File: config.mk
export PLATFORM = sky130hd
export DESIGN_NAME = bpc_div
export DESIGN_NICKNAME = d
export VERILOG_FILES = /design/src/sv/bpc_pkg.sv /design/src/sv/bpc_div.sv
export SDC_FILE = /design/constraint.sdc
export NUM_CORES = 2
export LEC_CHECK = 0
export ABC_AREA = 0
export BUFFER_PORTS_ARGS = -buffer_cell sky130_fd_sc_hd__buf_2
export CAP_MARGIN = 30
export CORE_MARGIN = 5
export CORE_UTILIZATION = 50
export DETAILED_ROUTE_END_ITERATION = 10
export PLACE_DENSITY = 0.66
export SETUP_SLACK_MARGIN = 0.1
export SYNTH_ARGS = -nofsm -noshare
export SYNTH_HDL_FRONTEND = slang
export SYNTH_SLANG_ARGS = --single-unit
File: constraint.sdc
create_clock -name i_clk -period 4 [get_ports i_clk]
set_clock_uncertainty 0.15 [all_clocks]
set_input_delay 0.8 -clock i_clk [delete_from_list [all_inputs] [get_ports i_clk]]
set_output_delay 0.8 -clock i_clk [all_outputs]
set_load 0.005 [all_outputs]
File: src/sv/bpc_pkg.sv
`timescale 1ns / 1ps
package bpc_pkg;

    // Restoring divider geometry, shared by both divisions
    localparam int DIV_STAGES = 32;
    localparam int NUM_W      = 32;
    localparam int DEN_W      = 20;
    localparam int SIDE_W     = 45;

    typedef struct packed {
        logic [DEN_W-1:0] rem;
        logic [NUM_W-1:0] nq;   // numerator bits shift out, quotient bits shift in
    } t_div_state;

    typedef enum logic [2:0] {
        CFG_AC1_AC2  = 3'd0,
        CFG_AC3_AC4  = 3'd1,
        CFG_AC5_AC6  = 3'd2,
        CFG_B1_B2    = 3'd3,
        CFG_MC_MD    = 3'd4,
        CFG_OSS      = 3'd5
    } t_cfg_reg;

endpackage

File: src/sv/bpc_div.sv
`timescale 1ns / 1ps
`default_nettype none
module bpc_div (
    input  wire logic                        i_clk,
    input  wire logic                        i_rst_n,
    input  wire logic                        i_adv,
    input  wire logic                        i_valid,
    input  wire logic [bpc_pkg::NUM_W-1:0]   i_num,
    input  wire logic [bpc_pkg::DEN_W-1:0]   i_den,
    input  wire logic [bpc_pkg::SIDE_W-1:0]  i_side,
    output logic                             o_valid,
    output logic [bpc_pkg::NUM_W-1:0]        o_quo,
    output logic [bpc_pkg::DEN_W-1:0]        o_rem,
    output logic [bpc_pkg::SIDE_W-1:0]       o_side
);

    localparam int N = bpc_pkg::DIV_STAGES;

    // One quotient bit per stage
    function automatic bpc_pkg::t_div_state f_step(input bpc_pkg::t_div_state s,
                                                   input logic [bpc_pkg::DEN_W-1:0] d);
        logic [bpc_pkg::DEN_W:0] trial;
        bpc_pkg::t_div_state o;
        trial = {s.rem, s.nq[bpc_pkg::NUM_W-1]};
        o.nq  = {s.nq[bpc_pkg::NUM_W-2:0], 1'b0};
        if (trial >= {1'b0, d}) begin
            o.rem   = bpc_pkg::DEN_W'(trial - {1'b0, d});
            o.nq[0] = 1'b1;
        end else begin
            o.rem = trial[bpc_pkg::DEN_W-1:0];
        end
        return o;
    endfunction

    logic                        r_valid [N];
    bpc_pkg::t_div_state         r_st    [N];
    logic [bpc_pkg::DEN_W-1:0]   r_den   [N];
    logic [bpc_pkg::SIDE_W-1:0]  r_side  [N];
    bpc_pkg::t_div_state         n_st    [N];

    always_comb begin
        n_st[0] = f_step('{rem: '0, nq: i_num}, i_den);
        for (int k = 1; k < N; k++) begin
            n_st[k] = f_step(r_st[k-1], r_den[k-1]);
        end
    end

    always_ff @(posedge i_clk) begin
        if (!i_rst_n) begin
            for (int k = 0; k < N; k++) r_valid[k] <= 1'b0;
        end else if (i_adv) begin
            r_valid[0] <= i_valid;
            for (int k = 1; k < N; k++) r_valid[k] <= r_valid[k-1];
        end
    end

    always_ff @(posedge i_clk) begin
        if (i_adv) begin
            r_st[0]   <= n_st[0];
            r_den[0]  <= i_den;
            r_side[0] <= i_side;
            for (int k = 1; k < N; k++) begin
                r_st[k]   <= n_st[k];
                r_den[k]  <= r_den[k-1];
                r_side[k] <= r_side[k-1];
            end
        end
    end

    assign o_valid = r_valid[N-1];
    assign o_quo   = r_st[N-1].nq;
    assign o_rem   = r_st[N-1].rem;
    assign o_side  = r_side[N-1];

endmodule
`default_nettype wire

==> run metrics <==
relative max-transition margin 0.529; status finished clean; initial antenna violation count 8; Worst R2R End r_st[0][775]; CP startpoint kind flip-flop; multiplexer share of the synthesized area 0.0205; post-layout util 0.569; DRC 0; clock buffer depth 4; Synth Area in Simple Gates 0.0467; I/O pin total 199; Global Route Usage Sum 0.168; dpl ws 0.0799 ns; Tmin final 3.80 ns; HP Start i_num[6]; library cells used by synthesis 87; Seq/Total Area, Yosys 0.743; WL final 268000 um; Root Driver clkbuf_16; Hold Path End r_st[0][7]; synthesized cell area 0.152 sq mm; number of port buffers 198; largest net degree at the start of global routing 119; # setup viols final 0; max incr delay on CP between 0.4 and 0.5 ns; PD cells 723 mW/mm^2; Critical Path End Type flip-flop; WS Path Type reg -> reg; Max Clk Rate 263 MHz; vias in the first global route approximately 76000; WP buf/inv 2; largest family of logic cells by synthesized area compound AO/OA/AOI/OAI gates; Synth Instances 9527; WP data required 4.47 ns; actual slew at the worst max-slew pin 0.699 ns; Antenna Violating Nets Remaining 0; most common cell after layout, fill and taps aside edfxtp_1; Avg Inst Size Synth ~16 sq um; EDFF count, synth 3755; DR vias 76000; clock sinks 3756; # nets final 10900; Initial DRT Pass Iterations 6; CP max FO 13; die area ~0.31 sq mm; Compound-Gate Fraction of Synth Area 0.0762; CTS tree done; flop2flop setup slack just over 0.2 ns; gpl congestion 0.888; Worst path slowest cell a221o_1; Final TNS setup 0 ns; Filler cells 23300; RR Startpoint r_den[3][26]; CP top delay family compound AO/OA/AOI/OAI gates; dpl hpwl 184000 um; period utilization 0.949; asr flop ratio synth 0; RSZ-0062 raised after global routing no; DRT iter0 DRCs ~5500; core box area 0.303 sq mm; r2r worst-path depth 12; starting density of the core 0.501; crit-path cells inv_1 > ha_2 > and3_1 > a221oi_1 > o21ai_1 > o22ai_2 > o21ai_1 > a221o_1 > a41o_1 > a41oi_4 > buf_12 > mux2_1; Rows 202; Crit path top cell by count o21ai_1; xor and xnor fraction of the mapped netlist area 0.0286; Clk Latency, worst-skew pair 0.93 ns; Die Span X 561 um; Die Y-Extent around 560 um; Top FF cell, synth edfxtp_1; PnR worst setup slack 0.204 ns; most frequent cells in the layout 3755 x edfxtp_1, 801 x inv_1, 619 x ha_1; GR Overflow Total 0; first-pass GRT wire length between 400000 and 500000 um; Routed WL per cell 18.5 um; Leakage 65.0 nW; WP data arrival between 4 and 5 ns; Synth Area in Adders 0.0554; Max Slew Vio Count 0; Hold Path Class in -> reg; VDD IR max 422 uV; flops & latches, synth 3756; via/cell ratio roughly 5.2; Yosys Warn Count 0; CTS H-tree depth 5; Worst-path clk slew 0.06 ns; final hold vios 0; CTS Buf Count around 380; Worst Hold Path Cells 1; syn_nets 10300; Syn-to-layout area delta 13.5%; max_cap viols 0; share of post-route cells with drive strength above 1 0.124
-- Yosys cell counts (107+ instances only) --
library cell	count	area share
nand3_1	114	0.0038
nor2_1	324	0.0080
inv_1	801	0.020
nor2b_1	107	0.0044
o21ai_0	441	0.015
a21o_1	297	0.015
xor2_1	206	0.012
a21oi_1	495	0.016
mux2_2	241	0.018
nand2_1	469	0.012
xnor2_1	290	0.017
ha_1	622	0.051
edfxtp_1	3755	0.74
buf_4	112	0.0055
-- cell families (layout without fill, tap and decap cells) --
| kind of cell | after synthesis | after routing |
|---|---|---|
| other | 0 | 2 |
| AOI/OAI and AO/OA | 1824 | 1824 |
| adders and majority gates | 653 | 653 |
| xor gates and xnor gates | 496 | 496 |
| and+or+nand+nor | 1478 | 1478 |
| DFF | 3756 | 3756 |
| muxes | 280 | 280 |
| buffers and inverters | 1040 | 2018 |
-- through the flow --
stage | hold slack [ns] | std cells | instance area (sq um) | total power [mW]
2_1_floorplan | 0.250 | 9527 | 152000 | 80.1
3_3_place_gp | 0.250 | 13700 | 159000 | 89.5
3_5_place_dp | 0.255 | 13700 | 159000 | 90.2
4_1_cts | 0.0115 | 14500 | 172000 | 126
5_1_grt | 0.0466 | 14500 | 172000 | 132
6_report | 0.112 | 14500 | 172000 | 124
-- worst register-to-register path: cells and delay by family (launching register included) --
family | cells | cell delay (ns)
flops | 1 | 0.39
buf+inv | 2 | 0.27
fa+ha+maj | 1 | 0.32
mux | 1 | 0.32
simple gates | 1 | 0.20
compound gates | 7 | 1.90
-- final cells by class --
class / instances / area, sq um / area share
inverter: 803 / 3010 / 0.0175
tap: 3978 / 4980 / 0.0289
timing repair buffer: 511 / 4380 / 0.0254
multi-input combinational: 4731 / 34700 / 0.202
clock buffer: 447 / 9870 / 0.0573
antenna: 2 / 5.00 / 0.0000291
clock inverter: 257 / 2420 / 0.0141
sequential: 3756 / 113000 / 0.655
-- layer usage --
metal  vias to the layer above  share of wire  global-route usage
met2                      1504           0.48               0.274
li1                      37100              -                   -
met3                       432          0.044              0.0278
met5                         -              0                   0
met4                         0          0.021              0.0378
met1                     37000           0.46               0.239
-- registers in the layout (all words and copies together), names as in the netlist --
register / cells
r_den: 620
r_st: 1664
r_valid: 32
r_side: 1440
-- power breakdown --
part	switching, mW	internal, mW	total [mW]
clock	14.6	19.9	34.5
combinational	19.4	16.0	35.5
sequential	3.19	51.3	54.5
-- worst max path at each step --
stage / depth (start not counted) / end / start
final: 12 / r_st[0][775] / r_den[3][26]
after global routing: 13 / r_st[0][203] / r_den[0][41]
after CTS: 13 / r_st[0][203] / r_den[0][41]
after detailed placement: 12 / r_st[0][201] / r_st[0][141]
after global placement: 12 / r_st[0][204] / r_st[0][141]
after floorplan: 13 / r_st[0][356] / r_den[1][21]
-- repair_timing --
action | 4_1_cts | 5_1_grt
gates cloned | 0 | 2
hold buffers | 95 | 0
pin swaps | 1 | 8
setup buffers | 1 | 4
setup endpoints to repair | 7 | 178
endpoints found under the hold margin | 95 | 0
gates resized for setup | 2 | 26
Power figures use the tool's default switching activity.
